==> src/rtl/vp2r_pkg.sv <==
// ----------------------------------------------------------------------------
// vp2r_pkg
// Shared types and codes for the pixel to rgb888 converter.
// ----------------------------------------------------------------------------
package vp2r_pkg;

    // input commands
    localparam logic CMD_CONVERT = 1'b0;
    localparam logic CMD_WRITE   = 1'b1;

    // visual classes
    localparam logic [1:0] CLASS_INDEXED = 2'd0;
    localparam logic [1:0] CLASS_TRUE    = 2'd1;
    localparam logic [1:0] CLASS_DIRECT  = 2'd2;
    localparam logic [1:0] CLASS_UNUSED  = 2'd3;

    // configuration register indexes
    localparam int unsigned CFG_IDX_W = 3;
    localparam logic [CFG_IDX_W-1:0] REG_VISUAL_CLASS = 3'd0;
    localparam logic [CFG_IDX_W-1:0] REG_RED_POS      = 3'd1;
    localparam logic [CFG_IDX_W-1:0] REG_RED_WIDTH    = 3'd2;
    localparam logic [CFG_IDX_W-1:0] REG_GREEN_POS    = 3'd3;
    localparam logic [CFG_IDX_W-1:0] REG_GREEN_WIDTH  = 3'd4;
    localparam logic [CFG_IDX_W-1:0] REG_BLUE_POS     = 3'd5;
    localparam logic [CFG_IDX_W-1:0] REG_BLUE_WIDTH   = 3'd6;
    localparam logic [CFG_IDX_W-1:0] REG_ALPHA_ENABLE = 3'd7;
    localparam int unsigned CFG_DATA_W = 5;

    localparam logic [7:0] ALPHA_OPAQUE = 8'hff;

    typedef struct packed {
        logic [1:0] visual_class;
        logic [4:0] red_pos;
        logic [4:0] red_width;
        logic [4:0] green_pos;
        logic [4:0] green_width;
        logic [4:0] blue_pos;
        logic [4:0] blue_width;
        logic       alpha_enable;
    } cfg_t;

    // one classified item on its way from front to back
    typedef struct packed {
        logic        cmd;
        logic        err;     // out of range index, or ignored write
        logic [7:0]  addr_r;  // colormap address or aligned top byte
        logic [7:0]  addr_g;
        logic [7:0]  addr_b;
        logic [23:0] data;    // entry bytes for a write
    } item_t;

endpackage

==> src/rtl/vp2r_front.sv <==
// ----------------------------------------------------------------------------
// vp2r_front
// Classifies an incoming item: field alignment, colormap addresses, range check.
// ----------------------------------------------------------------------------
module vp2r_front #(
    parameter int unsigned COLORMAP_SIZE = 256
) (
    input  vp2r_pkg::cfg_t  cfg,
    input  logic            in_cmd,
    input  logic [31:0]     in_pixel_word,
    input  logic [7:0]      in_entry_index,
    input  logic [23:0]     in_entry_rgb,
    output vp2r_pkg::item_t out_item
);

    // top byte of the field once aligned so its msb sits at bit 31
    function automatic logic [7:0] top_byte(input logic [31:0] pix,
                                            input logic [4:0]  sh,
                                            input logic [4:0]  pr);
        logic [31:0] mask;
        logic [31:0] field;
        logic [39:0] wide;
        mask  = ~(32'hffff_ffff << pr);
        field = (pix >> sh) & mask;
        wide  = {field, 8'h00} >> pr;
        return wide[7:0];
    endfunction

    logic [7:0] top_r;
    logic [7:0] top_g;
    logic [7:0] top_b;
    logic       pix_ok;
    logic       tops_ok;
    logic       entry_ok;

    always_comb begin
        top_r    = top_byte(in_pixel_word, cfg.red_pos, cfg.red_width);
        top_g    = top_byte(in_pixel_word, cfg.green_pos, cfg.green_width);
        top_b    = top_byte(in_pixel_word, cfg.blue_pos, cfg.blue_width);
        pix_ok   = in_pixel_word < 32'(COLORMAP_SIZE);
        tops_ok  = ({1'b0, top_r} < 9'(COLORMAP_SIZE)) &&
                   ({1'b0, top_g} < 9'(COLORMAP_SIZE)) &&
                   ({1'b0, top_b} < 9'(COLORMAP_SIZE));
        entry_ok = {1'b0, in_entry_index} < 9'(COLORMAP_SIZE);

        out_item.cmd    = in_cmd;
        out_item.data   = in_entry_rgb;
        out_item.err    = 1'b0;
        out_item.addr_r = top_r;
        out_item.addr_g = top_g;
        out_item.addr_b = top_b;

        if (in_cmd == vp2r_pkg::CMD_WRITE) begin
            out_item.addr_r = in_entry_index;
            out_item.err    = !entry_ok;
        end else begin
            unique case (cfg.visual_class)
                vp2r_pkg::CLASS_INDEXED: begin
                    out_item.addr_r = in_pixel_word[7:0];
                    out_item.addr_g = in_pixel_word[7:0];
                    out_item.addr_b = in_pixel_word[7:0];
                    out_item.err    = !pix_ok;
                end
                vp2r_pkg::CLASS_DIRECT: out_item.err = !tops_ok;
                vp2r_pkg::CLASS_TRUE:   out_item.err = 1'b0;
                vp2r_pkg::CLASS_UNUSED: out_item.err = 1'b0;
                default:                out_item.err = 1'b0;
            endcase
        end
    end

endmodule

==> config.mk <==
export PLATFORM = sky130hd
export DESIGN_NAME = vp2r_front
export DESIGN_NICKNAME = d
export VERILOG_FILES = /design/src/rtl/vp2r_pkg.sv /design/src/rtl/vp2r_front.sv
export SDC_FILE = /design/constraint.sdc
export NUM_CORES = 1
export LEC_CHECK = 0
export ABC_AREA = 1
export BUFFER_PORTS_ARGS = -buffer_cell sky130_fd_sc_hd__buf_2
export CAP_MARGIN = 30
export CELL_PAD_IN_SITES_DETAIL_PLACEMENT = 0
export CELL_PAD_IN_SITES_GLOBAL_PLACEMENT = 1
export CORE_AREA = 2 2 162 164
export DETAILED_ROUTE_END_ITERATION = 12
export DIE_AREA = 0 0 164 166
export PLACE_DENSITY_LB_ADDON = 0.1
export SLEW_MARGIN = 30
export SYNTH_ARGS = -nofsm -noshare
export SYNTH_HDL_FRONTEND = slang
export SYNTH_SLANG_ARGS = --single-unit
==> constraint.sdc <==
create_clock -name vclk -period 1.82
set_input_delay 0.091 -clock vclk [all_inputs]
set_output_delay 0.091 -clock vclk [all_outputs]
set_load 0.1 [all_outputs]
==> reports/metrics.csv <==
stage,metric,value,unit
status,run status,"finished, violations left",
status,failing checks,negative setup slack,
power,VDD IR-drop max,0.0002959,V
timing,Final Hold Vio Count,0,
drt,Avg WL per Cell,21.60,um
logic_synthesis,Synth cell types,27,
logic_synthesis,post-synthesis sequential area ratio,0,%
logic_synthesis,syn nets,2167,
min_path,Hold Startpoint,in_entry_rgb[11],
critical_path,CP cell instances,buf_12 -> buf_6 -> nand2_1 -> nand3_2 -> nand3_2 -> nand2_4 -> buf_4 -> nand4_1 -> a21oi_2 -> nor3_2 -> nand3_1 -> nor2_1 -> nor2_1 -> nand2_1 -> nand2_4 -> buf_12,
finish,FF/Latch Area,0,um^2
finish,seq_cells,0,
power,leakage dissipation,7.523,nW
finish,share of cells above drive strength 1,46.33,%
logic_synthesis,Syn Std Cell Area,9584,um^2
power,Sw Pwr,3.524,mW
power,Pwr Density,337.3,nW/um^2
finish,CLK BUF,0,
min_path,hold crit path type,in2out,
global_route,GRT Total Usage,37.97,%
finish,Final Non-Filler Cells,2609,
floorplan,chip width,164,um
global_route,grt total ovfl,0,
job,MaxCap Viol Count,0,
critical_path,Crit Path Max Fanout,6,
drt,Detailed Route WL,56360,um
critical_path,Crit path largest cell delay,0.21,ns
drt,post-route ant nets,0,
drt,Remaining DRCs,0,
global_route,pin count of the biggest net entering global routing,32,
power,Comb pwr share,100.0,%
critical_path,Setup crit end,out_item[45],
logic_synthesis,syn_area_per_cell,4.632,um^2
global_route,number of global-route vias before repair,15050,
floorplan,Core Footprint,25620,um^2
power,Clock power frac,0,%
finish,final core occ,63.72,%
drt,initial drt markers,2397,
drt,Via density,6.339,
place,cell count after placement,2571,
place,port buffer count,99,
timing,Max Freq,481.5,MHz
logic_synthesis,synth warn,0,
critical_path,WP depth,16,
timing,worst-margin pin slew,0.4840,ns
timing,Max-slew headroom,67.96,%
critical_path,CP max stage cell,a21oi_2,
floorplan,Initial Util,37.42,%
place,hpwl dp,41340,um
timing,Final Setup Violations,24,
logic_synthesis,Mapped Cells,2069,
place,GPL Wtd Cong,1.131,
power,Final Power,5.506,mW
finish,"most common cell after layout, fill and taps aside",nand3_1,
floorplan,Rows,59,
timing,"Slew Viols, Final",0,
global_route,first-pass GRT wire length,82960,um
finish,most frequent cells in the layout,"nand3_1 (484), nand3_2 (419), nand2_1 (412), buf_4 (226), nor2_1 (108)",
power,Internal,1.982,mW
critical_path,Bufs and invs on worst path,4,
critical_path,Crit Path Class,in2out,
drt,DR pass1 iterations,9,
timing,Final min period,2.077,ns
critical_path,CP endpoint kind,output port,
power,sequential share of power,0,%
timing,unrepaired setup endpoints after global routing,yes,
critical_path,Top delay family on crit path,simple AND/OR/NAND/NOR gates,
drt,vias after detailed routing,16540,
finish,fin nets,2373,
finish,synthesis-to-finish area growth,70.30,%
floorplan,die area,27220,um^2
floorplan,num ports,148,
timing,final worst slack,-0.2567,ns
power,Net Sw Frac,63.99,%
critical_path,Worst Path Required,1.73,ns
timing,fin crit share,114.1,%
floorplan,Chip Height,166,um
global_route,initial antenna violation count,1,
timing,setup_tns,-4.772,ns
critical_path,Worst setup SP type,primary input,
critical_path,Setup crit start,cfg[26],
critical_path,CP arrival,1.99,ns
==> power by group through the flow <==
stage          Combinational (mW)    Clock [mW]  Sequential, mW
5_1_grt                      5.80  0.0000000734               0
3_3_place_gp                 4.33             0               0
2_1_floorplan                2.92             0               0
4_1_cts                      4.98             0               0
3_5_place_dp                 4.33             0               0
6_report                     5.51  0.0000000734               0
==> final cells by class <==
class	count	area, um^2
tap	335	419.2
antenna	1	2.502
inverter	85	382.9
timing repair inverter	5	38.79
timing repair buffer	381	3861
fill	2433	9294
multi-input combinational	1802	11620
==> cell usage after synthesis <==
master | instances | share of area [%]
a21boi_1 | 5 | 0.39
nor3_1 | 7 | 0.37
nand3_1 | 928 | 48
buf_4 | 33 | 2.6
clkinv_1 | 7 | 0.27
a31oi_1 | 1 | 0.065
nor2_1 | 134 | 5.2
nand2_1 | 547 | 21
clkbuf_1 | 58 | 2.3
nand4_1 | 97 | 6.3
nor2_4 | 1 | 0.12
nor4_1 | 7 | 0.46
a21oi_1 | 39 | 2.0
a22oi_1 | 3 | 0.23
inv_1 | 69 | 2.7
buf_1 | 27 | 1.1
nand3b_1 | 5 | 0.39
inv_4 | 1 | 0.065
o21ai_0 | 15 | 0.78
a21boi_2 | 1 | 0.12
buf_2 | 60 | 3.1
buf_6 | 4 | 0.47
a21oi_2 | 1 | 0.091
inv_2 | 8 | 0.31
o21ai_1 | 9 | 0.47
o21a_1 | 1 | 0.078
and2_1 | 1 | 0.065
==> cells by family (layout without fill, tap and decap cells) <==
group / Yosys count / in the layout / synth area share (%)
simple gates: 1727 / 1727 / 82.86
buf+inv: 267 / 471 / 12.87
compound gates: 75 / 75 / 4.269
other cells: 0 / 1 / 0
==> layer usage <==
layer | GRT usage [%] | share of wire [%] | vias up
met5 | 0 | 0 | -
met4 | 10.72 | 4.0 | 0
met3 | 8.142 | 11 | 165
met2 | 56.85 | 43 | 988
met1 | 54.35 | 41 | 7743
li1 | - | - | 7643
==> how the worst min path moves through the flow <==
stage / endpoint / slack [ns] / cells after the start
after floorplan: out_item[0] / 0.39 / 1
after CTS: out_item[14] / 0.18 / 0
after global placement: out_item[14] / 0.18 / 0
final: out_item[11] / 0.18 / 0
after detailed placement: out_item[14] / 0.18 / 0
after global routing: out_item[16] / 0.18 / 0
==> through the flow <==
stage / hold WS [ns] / setup slack [ns] / area, um^2
finish: 0.1820 / -0.2567 / 16320
global route: 0.1821 / -0.3606 / 16320
CTS: 0.1827 / -0.1794 / 14940
detailed placement: 0.1827 / -0.4162 / 12410
global placement: 0.1827 / -0.4112 / 12410
floorplan: 0.3935 / -0.05481 / 9749
==> what timing repair did <==
action	CTS	global route
setup endpoints to repair	24	24
buffers inserted	11	13
hold buffers	0	0
gates cloned	10	3
pin swaps	145	111
hold endpoints to repair	0	0
gates resized for setup	539	269
No activity file was read; power rests on OpenSTA's default activity.
