`src/rtl/vp2r_pkg.sv`:
```
// ----------------------------------------------------------------------------
// vp2r_pkg
// Shared types and codes for the pixel to rgb888 converter.
// ----------------------------------------------------------------------------
package vp2r_pkg;

    // input commands
    localparam logic CMD_CONVERT = 1'b0;
    localparam logic CMD_WRITE   = 1'b1;

    // visual classes
    localparam logic [1:0] CLASS_INDEXED = 2'd0;
    localparam logic [1:0] CLASS_TRUE    = 2'd1;
    localparam logic [1:0] CLASS_DIRECT  = 2'd2;
    localparam logic [1:0] CLASS_UNUSED  = 2'd3;

    // configuration register indexes
    localparam int unsigned CFG_IDX_W = 3;
    localparam logic [CFG_IDX_W-1:0] REG_VISUAL_CLASS = 3'd0;
    localparam logic [CFG_IDX_W-1:0] REG_RED_POS      = 3'd1;
    localparam logic [CFG_IDX_W-1:0] REG_RED_WIDTH    = 3'd2;
    localparam logic [CFG_IDX_W-1:0] REG_GREEN_POS    = 3'd3;
    localparam logic [CFG_IDX_W-1:0] REG_GREEN_WIDTH  = 3'd4;
    localparam logic [CFG_IDX_W-1:0] REG_BLUE_POS     = 3'd5;
    localparam logic [CFG_IDX_W-1:0] REG_BLUE_WIDTH   = 3'd6;
    localparam logic [CFG_IDX_W-1:0] REG_ALPHA_ENABLE = 3'd7;
    localparam int unsigned CFG_DATA_W = 5;

    localparam logic [7:0] ALPHA_OPAQUE = 8'hff;

    typedef struct packed {
        logic [1:0] visual_class;
        logic [4:0] red_pos;
        logic [4:0] red_width;
        logic [4:0] green_pos;
        logic [4:0] green_width;
        logic [4:0] blue_pos;
        logic [4:0] blue_width;
        logic       alpha_enable;
    } cfg_t;

    // one classified item on its way from front to back
    typedef struct packed {
        logic        cmd;
        logic        err;     // out of range index, or ignored write
        logic [7:0]  addr_r;  // colormap address or aligned top byte
        logic [7:0]  addr_g;
        logic [7:0]  addr_b;
        logic [23:0] data;    // entry bytes for a write
    } item_t;

endpackage

```
`src/rtl/vp2r_queue.sv`:
```
// ----------------------------------------------------------------------------
// vp2r_queue
// Two-entry queue between the classifying front and the colormap back end.
// ----------------------------------------------------------------------------
module vp2r_queue (
    input  logic            aclk,
    input  logic            aresetn,
    input  logic            in_valid,
    output logic            in_ready,
    input  vp2r_pkg::item_t in_item,
    output logic            out_valid,
    input  logic            out_ready,
    output vp2r_pkg::item_t out_item
);

    vp2r_pkg::item_t slot_reg [2];
    logic            wr_ptr_reg;
    logic            rd_ptr_reg;
    logic [1:0]      count_reg;
    logic [1:0]      count_next;
    logic            push;
    logic            pop;

    assign in_ready  = (count_reg != 2'd2);
    assign out_valid = (count_reg != 2'd0);
    assign out_item  = slot_reg[rd_ptr_reg];
    assign push      = in_valid && in_ready;
    assign pop       = out_valid && out_ready;

    always_comb begin
        count_next = count_reg;
        if (push && !pop) begin
            count_next = count_reg + 2'd1;
        end else if (pop && !push) begin
            count_next = count_reg - 2'd1;
        end
    end

    always_ff @(posedge aclk) begin
        if (!aresetn) begin
            wr_ptr_reg <= 1'b0;
            rd_ptr_reg <= 1'b0;
            count_reg  <= 2'd0;
        end else begin
            count_reg <= count_next;
            if (push) begin
                wr_ptr_reg <= !wr_ptr_reg;
            end
            if (pop) begin
                rd_ptr_reg <= !rd_ptr_reg;
            end
        end
    end

    always_ff @(posedge aclk) begin
        if (push) begin
            slot_reg[wr_ptr_reg] <= in_item;
        end
    end

endmodule

```
`config.mk`:
```
export PLATFORM = sky130hd
export DESIGN_NAME = vp2r_queue
export DESIGN_NICKNAME = d
export VERILOG_FILES = /design/src/rtl/vp2r_pkg.sv /design/src/rtl/vp2r_queue.sv
export SDC_FILE = /design/constraint.sdc
export NUM_CORES = 1
export LEC_CHECK = 0
export BUFFER_PORTS_ARGS = -buffer_cell sky130_fd_sc_hd__clkbuf_2
export CORE_ASPECT_RATIO = 0.8
export CORE_MARGIN = 8
export CORE_UTILIZATION = 51
export CTS_CLUSTER_DIAMETER = 60
export DETAILED_ROUTE_END_ITERATION = 16
export GPL_ROUTABILITY_DRIVEN = 1
export PLACE_DENSITY_LB_ADDON = 0.12
export SYNTH_ARGS = -nofsm -noshare
export SYNTH_HDL_FRONTEND = slang
export SYNTH_SLANG_ARGS = --single-unit
```
`constraint.sdc`:
```
create_clock -name aclk -period 2.6 [get_ports aclk]
set_clock_uncertainty 0.1 [all_clocks]
set_input_delay 0.13 -clock aclk [delete_from_list [all_inputs] [get_ports aclk]]
set_output_delay 0.13 -clock aclk [all_outputs]
set_load 0.005 [all_outputs]
```
==> impl_metrics.env, run 1 <==
export IMPL_start_util=0.522
export IMPL_yosysSeqAreaShare=0.809
export IMPL_drt_iter0_markers=99
export IMPL_cp_slowest_cell="and3_2"
export IMPL_yosys_area_top_type_share=0.783
export IMPL_cp_required_ns=2.55
export IMPL_vias_per_cell=4.85
export IMPL_max_freq_mhz=561
export IMPL_cp_num_buf_inv=1
export IMPL_slowest_delay_ns=0.51
export IMPL_synthTopCellsByCount="edfxtp_1, mux2_2, buf_2, dfxtp_1"
export IMPL_worstPathMaxFanout=25
export IMPL_crit_type="register to register"
export IMPL_whs_path_depth=3
export IMPL_leakagePower_nw=2.00
export IMPL_setup_violations_final=0
export IMPL_grt_pass1_wl_um=12000
export IMPL_placementRows=28
export IMPL_nFillCells=490
export IMPL_post_cts_buffers=0
export IMPL_die_h_um=93.6
export IMPL_core_mm2=0.00736
export IMPL_htree_levels=3
export IMPL_clock_path_buffers=2
export IMPL_max_vdd_ir_drop_mv=0.819
export IMPL_p_per_area_mw_per_mm2=823
export IMPL_multi_input_area_um2=703
export IMPL_worstMarginPinSlew_ns=0.491
export IMPL_crit_family="simple AND/OR/NAND/NOR gates"
export IMPL_io_pin_count=106
export IMPL_routabilityCongestion=0.671
export IMPL_antenna_found_initial=0
export IMPL_cts_buffers=9
export IMPL_grt_overflow=0
export IMPL_worst_r2r_path_depth=3
export IMPL_finalCriticalPeriod_ns=1.78
export IMPL_layoutNonFillerInstCount=441
export IMPL_cts_tree="yes"
export IMPL_cts_clk_slew_worst_paths_ns=0.10
export IMPL_yosys_warnings=0
export IMPL_avgSynthCellArea_um2=21.3
export IMPL_async_flop_share=0
export IMPL_outcome="finished clean"
export IMPL_synth_ff_type="edfxtp_1"
export IMPL_ys_seq_elements=105
export IMPL_placed_cells=373
export IMPL_synth_most_common_cell="edfxtp_1"
export IMPL_worstPathArrival_ns=1.73
export IMPL_post_route_util=0.711
export IMPL_drc=0
export IMPL_finalNetCount=400
export IMPL_syn_to_final_growth_pct=36.3
export IMPL_slew_headroom=0.673
export IMPL_worst_setup_path_end_kind="register"
export IMPL_layout_worst_path_cycle_share=0.686
export IMPL_regArea_mm2=0.00310
export IMPL_insertion_delay_ns=0.35
export IMPL_cp_start_kind="register"
export IMPL_crit_chain="nand2b_4, and3_2, buf_12"
export IMPL_syn_nets=235
export IMPL_grtUsageTotal=0.149
export IMPL_synth_cell_types=21
export IMPL_fin_tns_setup_ns=0
export IMPL_dp_hpwl_um=4770
export IMPL_maxSlewViolCount=0
export IMPL_synth_edf_count=100
export IMPL_die_w_um=113
export IMPL_drt_first_pass_iters=4
export IMPL_wire_per_inst_um=17.5
export IMPL_synth_largest_area_cell="edfxtp_1"
export IMPL_drive_gt1_frac=0.506
export IMPL_drv_cap=0
export IMPL_grt_pass1_vias=2441
export IMPL_syn_cell_area_mm2=0.00384
export IMPL_ys_top_cells_by_area="edfxtp_1, mux2_2, dfxtp_1"
export IMPL_routed_wl_um=7710
export IMPL_cts_root_buf="clkbuf_8"
export IMPL_ant_nets=0
export IMPL_cts_sinks=105
export IMPL_die_area_mm2=0.0106
export IMPL_portBuffers=105
export IMPL_cp_depth=3
export IMPL_min_path_type="input pin to register"
export IMPL_hold_violations=0
export IMPL_largest_reg_flops=100
export IMPL_grt_max_degree=51
export IMPL_vias=2141
export IMPL_rsz0062_at_grt="no"
export IMPL_synth_cells=180
[logic make-up (layout without fill, tap and decap cells)]
logic type / count (synthesis) / count (layout) / share of synthesized area
adders and majority gates: 1 / 1 / 0.00326
other: 0 / 1 / 0
AOI/OAI and AO/OA: 5 / 5 / 0.00913
buffers and inverters: 7 / 177 / 0.00847
DFF: 105 / 105 / 0.809
and+or+nand+nor: 9 / 9 / 0.0170
muxes: 50 / 50 / 0.147
xor gates and xnor gates: 3 / 3 / 0.00685
[tightest hold or removal path: stages]
cell and delay, ns:
clkbuf_2 0.11, a21bo_2 0.12, a21boi_0 0.06
[layer usage]
metal	track usage	share of wire	vias to the layer above
li1	-	-	1029
met2	0.271	0.52	71
met3	0.0683	0.071	4
met1	0.153	0.40	1037
met5	0	0	-
met4	0.0454	0.0070	0
[timing repair]
action / CTS / global route
hold endpoints to repair: 105 / 0
gates resized for setup: 0 / 0
hold buffers: 51 / 0
endpoints found under the setup margin: 0 / 0
[final timing paths]
kind                      from         endpoint  slack [ns]
setup / recovery  count_reg[0]  slot_reg[1][27]        0.82
hold / removal        in_valid       wr_ptr_reg        0.02
setup reg to reg  count_reg[0]  slot_reg[1][27]        0.82
hold reg to reg   count_reg[1]     count_reg[1]        0.49
[cells in the final DEF, fill, tap and decap left out]
| cell type | netlist | routed |
|---|---|---|
| clkbuf_2 | 0 | 105 |
| and3_2 | 0 | 1 |
| or2_2 | 1 | 1 |
| clkinv_2 | 0 | 1 |
| edfxtp_1 | 100 | 100 |
| dfxtp_1 | 5 | 4 |
| mux2_2 | 46 | 46 |
| inv_2 | 0 | 1 |
| clkinv_4 | 0 | 2 |
| clkbuf_8 | 0 | 9 |
| xnor2_1 | 2 | 2 |
| o21ai_1 | 1 | 1 |
| a21boi_1 | 1 | 1 |
| nand2b_4 | 1 | 1 |
| a21bo_2 | 1 | 1 |
| nand3b_1 | 1 | 1 |
| buf_4 | 0 | 1 |
| o21ai_0 | 1 | 1 |
| ha_1 | 1 | 1 |
| dlygate4sd3_1 | 0 | 51 |
| and2_1 | 4 | 4 |
| or3_1 | 1 | 1 |
| inv_6 | 0 | 2 |
| a21boi_0 | 1 | 1 |
| bufinv_16 | 0 | 1 |
| clkinvlp_4 | 0 | 1 |
| dfxtp_2 | 0 | 1 |
| mux2_1 | 4 | 4 |
| diode_2 | 0 | 1 |
| xor2_1 | 1 | 1 |
| buf_12 | 0 | 3 |
[report_power, final]
| part | internal [mW] | leakage [nW] | total, mW | switching [mW] |
|---|---|---|---|---|
| clock | 0.454 | 0.100 | 0.988 | 0.534 |
| combinational | 0.605 | 0.925 | 1.14 | 0.534 |
| sequential | 2.11 | 0.975 | 2.18 | 0.0649 |
[metrics by stage]
| step | setup slack, ns | power, mW | instance area, um2 | hold WS, ns |
|---|---|---|---|---|
| 4_1_cts | 0.792 | 4.35 | 5230 | 0.000104 |
| 6_report | 0.817 | 4.30 | 5230 | 0.0181 |
| 3_5_place_dp | 0.811 | 3.30 | 4520 | 0.223 |
| 2_1_floorplan | 0.289 | 2.82 | 3840 | 0.129 |
| 3_3_place_gp | 0.846 | 3.29 | 4520 | 0.220 |
| 5_1_grt | 0.697 | 4.50 | 5230 | 0.0183 |
[cell type report]
type,instances,share of cell area
well taps,90,0.0215
diodes,1,0.000478
flip-flops and latches,105,0.593
clock inverters,7,0.0148
clock buffers,9,0.0237
repair buffers,160,0.211
multi-input cells,68,0.134
inverters,1,0.000718
Power figures use the tool's default switching activity.
==> inputs of run 2 (changes only) <==
--- a/config.mk
+++ b/config.mk
@@ -5,10 +5,11 @@
 export SDC_FILE = /design/constraint.sdc
 export NUM_CORES = 1
 export LEC_CHECK = 0
+export ABC_AREA = 1
 export BUFFER_PORTS_ARGS = -buffer_cell sky130_fd_sc_hd__clkbuf_2
 export CORE_ASPECT_RATIO = 0.8
 export CORE_MARGIN = 8
-export CORE_UTILIZATION = 51
+export CORE_UTILIZATION = 47
 export CTS_CLUSTER_DIAMETER = 60
 export DETAILED_ROUTE_END_ITERATION = 16
 export GPL_ROUTABILITY_DRIVEN = 1
==> constraint.sdc (replaced) <==
create_clock -name aclk -period 1.51 [get_ports aclk]
set_clock_uncertainty 0.1 [all_clocks]
set_input_delay 0.0755 -clock aclk [delete_from_list [all_inputs] [get_ports aclk]]
set_output_delay 0.0755 -clock aclk [all_outputs]
set_load 0.005 [all_outputs]
==> impl_metrics.env, run 2 <==
export IMPL_io_pin_count=106
export IMPL_antenna_found_initial=0
export IMPL_cts_root_buf="clkbuf_8"
export IMPL_cp_start_kind="register"
export IMPL_die_w_um=120
export IMPL_setup_violations_final=50
export IMPL_die_h_um=99.6
export IMPL_avgSynthCellArea_um2=21.3
export IMPL_crit_type="register to primary output"
export IMPL_async_flop_share=0
export IMPL_ys_seq_elements=105
export IMPL_grt_max_degree=31
export IMPL_post_cts_buffers=0
export IMPL_syn_cell_area_mm2=0.00411
export IMPL_final_common_cell="clkbuf_2"
export IMPL_drive_gt1_frac=0.508
export IMPL_worstMarginPinSlew_ns=0.177
export IMPL_synth_cells=193
export IMPL_leakagePower_nw=2.26
export IMPL_max_freq_mhz=622
export IMPL_placed_cells=410
export IMPL_met3_usage=0.0470
export IMPL_drv_cap=0
export IMPL_synth_ff_type="edfxtp_1"
export IMPL_grtUsageTotal=0.125
export IMPL_yosys_warnings=0
export IMPL_hold_violations=0
export IMPL_routed_wl_um=7480
export IMPL_cts_clk_slew_worst_paths_ns=0.09
export IMPL_yosys_area_top_type_share=0.731
export IMPL_drt_iter0_markers=83
export IMPL_core_mm2=0.00848
export IMPL_wire_per_inst_um=15.7
export IMPL_setup_slack_ns=-0.0988
export IMPL_largest_reg_flops=100
export IMPL_synth_largest_area_cell="edfxtp_1"
export IMPL_grt_pass1_vias=2366
export IMPL_synth_most_common_cell="edfxtp_1"
export IMPL_grt_pass1_wl_um=11700
export IMPL_vias=2186
export IMPL_layout_common_cells="clkbuf_2, edfxtp_1, dlygate4sd3_1, mux2_4, clkbuf_8"
export IMPL_drt_first_pass_iters=4
export IMPL_synth_edf_count=100
export IMPL_gr_usage_met2=0.215
export IMPL_grt_overflow=0
export IMPL_cts_sinks=105
export IMPL_drc=0
export IMPL_finalNetCount=416
export IMPL_routabilityCongestion=0.694
export IMPL_synthTopCellsByCount="edfxtp_1, mux2_4, nand2_1"
export IMPL_syn_nets=248
export IMPL_layout_worst_path_cycle_share=1.07
export IMPL_synth_cell_types=14
export IMPL_dp_hpwl_um=4910
export IMPL_portBuffers=105
export IMPL_insertion_delay_ns=0.35
export IMPL_layoutNonFillerInstCount=476
export IMPL_die_area_mm2=0.0120
export IMPL_cts_tree="yes"
export IMPL_placementRows=30
export IMPL_maxSlewViolCount=0
export IMPL_worstPathMaxFanout=21
export IMPL_min_path_type="input pin to register"
export IMPL_max_vdd_ir_drop_mv=0.937
export IMPL_clock_path_buffers=2
export IMPL_cp_required_ns=1.33
export IMPL_use_met1=0.139
export IMPL_outcome="finished with violations"
export IMPL_ant_nets=0
export IMPL_slew_headroom=0.882
export IMPL_yosysSeqAreaShare=0.756
export IMPL_ys_top_cells_by_area="edfxtp_1, mux2_4, buf_12"
export IMPL_syn_to_final_growth_pct=36.5
export IMPL_worst_setup_path_end_kind="primary output"
export IMPL_start_util=0.484
export IMPL_hold_worst_slack_ns=0.0333
export IMPL_rsz0062_at_grt="yes"
export IMPL_p_per_area_mw_per_mm2=1440
export IMPL_n_antenna_cell=0
export IMPL_vias_per_cell=4.59
export IMPL_worstPathArrival_ns=1.43
export IMPL_finalCriticalPeriod_ns=1.61
export IMPL_grt_busiest_layer="met2"
export IMPL_htree_levels=3
export IMPL_violations="setup timing"
export IMPL_cts_buffers=9
run 2: logic make-up after synthesis:
logic type                 after synthesis  synth area share
DFF                                    105             0.756
muxes                                   50             0.183
and+or+nand+nor                         19            0.0183
buffers and inverters                   14            0.0344
AOI/OAI and AO/OA                        4           0.00549
adders and majority gates                1           0.00305
run 2: layout make-up:
type                    count  area, um2
flip-flops and latches    105       3110
fillers                   595       2880
repair buffers            163       1190
multi-input cells          74        903
well taps                 112        140
clock buffers               9        124
clock inverters             5        106
inverters                   8       32.5
run 2: layer usage:
layer  wire length [um]  vias up  part of all wire
met5                  0        -                 0
met4                 57        0            0.0076
met3                478        8             0.064
met2               3850       60              0.52
met1               3090     1054              0.41
li1                   -     1064                 -
run 2: path summary, 6_finish.rpt:
check	from	endpoint	slack [ns]	cells after the start
min reg2reg	count_reg[0]	count_reg[0]	0.42	2
max	register	out_item[40]	-0.1	3
max reg2reg	count_reg[0]	count_reg[1]	0.13	10
min	in_valid	wr_ptr_reg	0.03	4
run 2: repair_timing:
item	4_1_cts	5_1_grt
cloned	0	1
hold endpoints to repair	105	0
hold buffers	51	0
setup endpoints to repair	50	52
gates resized for setup	1	3
run 2: stage by stage:
| stage | instance area [um2] | setup WS, ns | total power, mW | utilization | TNS [ns] |
|---|---|---|---|---|---|
| 2_1_floorplan | 4140 | -0.281 | 5.31 | - | -27.02 |
| 3_3_place_gp | 4810 | 0.0969 | 6.01 | 0.568 | 0 |
| 3_5_place_dp | 4810 | 0.0429 | 6.04 | 0.568 | 0 |
| 4_1_cts | 5560 | -0.135 | 8.12 | 0.656 | -5.29 |
| 5_1_grt | 5600 | -0.156 | 8.47 | 0.661 | -6.53 |
| 6_report | 5600 | -0.0988 | 8.08 | 0.661 | -3.59 |
run 2: worst max-delay path: stages, from the launching register on:
cell	delay, ns
dfxtp_4	0.42
buf_12	0.21
mux2_4	0.32
clkbuf_2	0.12
run 2: where the power goes:
group	switching, mW	internal (mW)
Sequential	0.142	3.68
Combinational	1.00	1.30
Clock	0.866	1.09
Total	2.01	6.06
==> inputs of run 3 (changes only) <==
--- a/config.mk
+++ b/config.mk
@@ -7,7 +7,6 @@
 export LEC_CHECK = 0
 export ABC_AREA = 1
 export BUFFER_PORTS_ARGS = -buffer_cell sky130_fd_sc_hd__clkbuf_2
-export CORE_ASPECT_RATIO = 0.8
 export CORE_MARGIN = 8
 export CORE_UTILIZATION = 47
 export CTS_CLUSTER_DIAMETER = 60
==> impl_metrics.env, run 3 (same netlist as run 2, synthesis figures left out) <==
export IMPL_ant_nets=0
export IMPL_post_cts_buffers=0
export IMPL_total_power_mw=7.64
export IMPL_regArea_mm2=0.00311
export IMPL_placementRows=34
export IMPL_cp_required_ns=1.33
export IMPL_cts_root_buf="clkbuf_8"
export IMPL_drc=0
export IMPL_core_mm2=0.00859
export IMPL_grt_overflow=0
export IMPL_grt_pass1_wl_um=11600
export IMPL_setup_slack_ns=-0.0940
export IMPL_design_area_mm2=0.00555
export IMPL_whs_path_depth=4
export IMPL_worstMarginPinSlew_ns=0.192
export IMPL_worstPathMaxFanout=19
export IMPL_dp_hpwl_um=4980
export IMPL_p_per_area_mw_per_mm2=1380
export IMPL_routed_wl_um=7580
export IMPL_setup_violations_final=50
export IMPL_die_w_um=109
export IMPL_rrSetupSlack_ns=0.09
export IMPL_gr_usage_met2=0.228
export IMPL_multi_input_area_um2=903
export IMPL_insertion_delay_ns=0.34
export IMPL_clock_path_buffers=2
export IMPL_largest_reg_flops=100
export IMPL_max_freq_mhz=623
export IMPL_use_met1=0.146
export IMPL_portBuffers=105
export IMPL_layout_common_cells="clkbuf_2, edfxtp_1, dlygate4sd3_1, mux2_4, clkbuf_8"
export IMPL_grt_busiest_layer="met2"
export IMPL_die_h_um=109
export IMPL_drt_first_pass_iters=4
export IMPL_worstPathArrival_ns=1.43
export IMPL_io_pin_count=106
export IMPL_maxSlewViolCount=0
export IMPL_htree_levels=3
export IMPL_cts_sinks=105
export IMPL_violations="setup timing"
export IMPL_drive_gt1_frac=0.508
export IMPL_wire_per_inst_um=16.0
export IMPL_leakagePower_nw=2.24
export IMPL_worst_setup_path_end_kind="primary output"
export IMPL_n_antenna_cell=0
export IMPL_min_path_type="input pin to register"
export IMPL_cp_start_kind="register"
export IMPL_grt_max_degree=31
export IMPL_fin_tns_setup_ns=-3.33
export IMPL_antenna_found_initial=0
export IMPL_final_common_cell="clkbuf_2"
export IMPL_vias=2192
export IMPL_vias_per_cell=4.62
export IMPL_hold_worst_slack_ns=0.0302
export IMPL_worst_r2r_path_depth=7
export IMPL_grt_pass1_vias=2395
export IMPL_max_vdd_ir_drop_mv=0.745
export IMPL_crit_type="register to primary output"
export IMPL_rr_endpoint="count_reg[0]"
export IMPL_drt_iter0_markers=127
export IMPL_finalNetCount=416
export IMPL_routabilityCongestion=0.697
export IMPL_rsz0062_at_grt="yes"
export IMPL_postPlaceCellArea_mm2=0.00481
export IMPL_cts_tree="yes"
export IMPL_outcome="finished with violations"
export IMPL_drv_cap=0
export IMPL_slew_headroom=0.871
export IMPL_cts_clk_slew_worst_paths_ns=0.09
export IMPL_finalCriticalPeriod_ns=1.60
export IMPL_hold_violations=0
export IMPL_syn_to_final_growth_pct=35.2
export IMPL_nFillCells=612
export IMPL_met3_usage=0.0322
export IMPL_grtUsageTotal=0.131
export IMPL_start_util=0.478
export IMPL_r2r_start="count_reg[0]"
export IMPL_crit_end="out_item[18]"
export IMPL_cts_buffers=9
export IMPL_die_area_mm2=0.0120
export IMPL_layout_worst_path_cycle_share=1.06
## run 3: layout make-up
class / instances / area share
flip-flops and latches: 105 / 0.560
inverters: 8 / 0.00541
repair buffers: 163 / 0.217
clock buffers: 10 / 0.0230
well taps: 108 / 0.0243
clock inverters: 6 / 0.00744
multi-input cells: 74 / 0.163
## run 3: metrics by stage
stage / setup slack [ns] / util / std cells
finish: -0.0940 / 0.646 / 474
global route: -0.159 / 0.646 / 474
CTS: -0.134 / 0.643 / 474
detailed placement: 0.0544 / 0.560 / 406
global placement: 0.106 / 0.560 / 406
floorplan: -0.281 / - / 193
## run 3: worst max-delay path: stages (launching register included)
cell and delay [ns]:
dfxtp_4 0.43, buf_12 0.21, mux2_4 0.32, clkbuf_2 0.12
## run 3: routing by layer
metal,up-vias,part of all wire
met5,-,0
met2,61,0.52
met3,11,0.058
met1,1051,0.40
li1,1069,-
met4,0,0.016
## run 3: how the worst min path moves through the flow
stage                           start              end  slack (ns)
after CTS                   out_ready       rd_ptr_reg       0.009
final                        in_valid       wr_ptr_reg        0.03
after global routing        out_ready       rd_ptr_reg        0.05
after floorplan            in_item[0]   slot_reg[0][0]        0.07
after global placement    in_item[35]  slot_reg[1][35]        0.16
after detailed placement  in_item[10]  slot_reg[0][10]        0.17
## run 3: power breakdown
group | internal [mW] | total [mW] | switching (mW)
sequential | 3.68 | 3.83 | 0.143
clock | 0.607 | 1.49 | 0.880
combinational | 1.32 | 2.32 | 1.01
## run 3: repair_timing
item | CTS | global route
hold endpoints to repair | 105 | 0
gates cloned | 1 | 0
gates resized for setup | 2 | 4
setup endpoints to repair | 50 | 52
hold buffers | 51 | 0
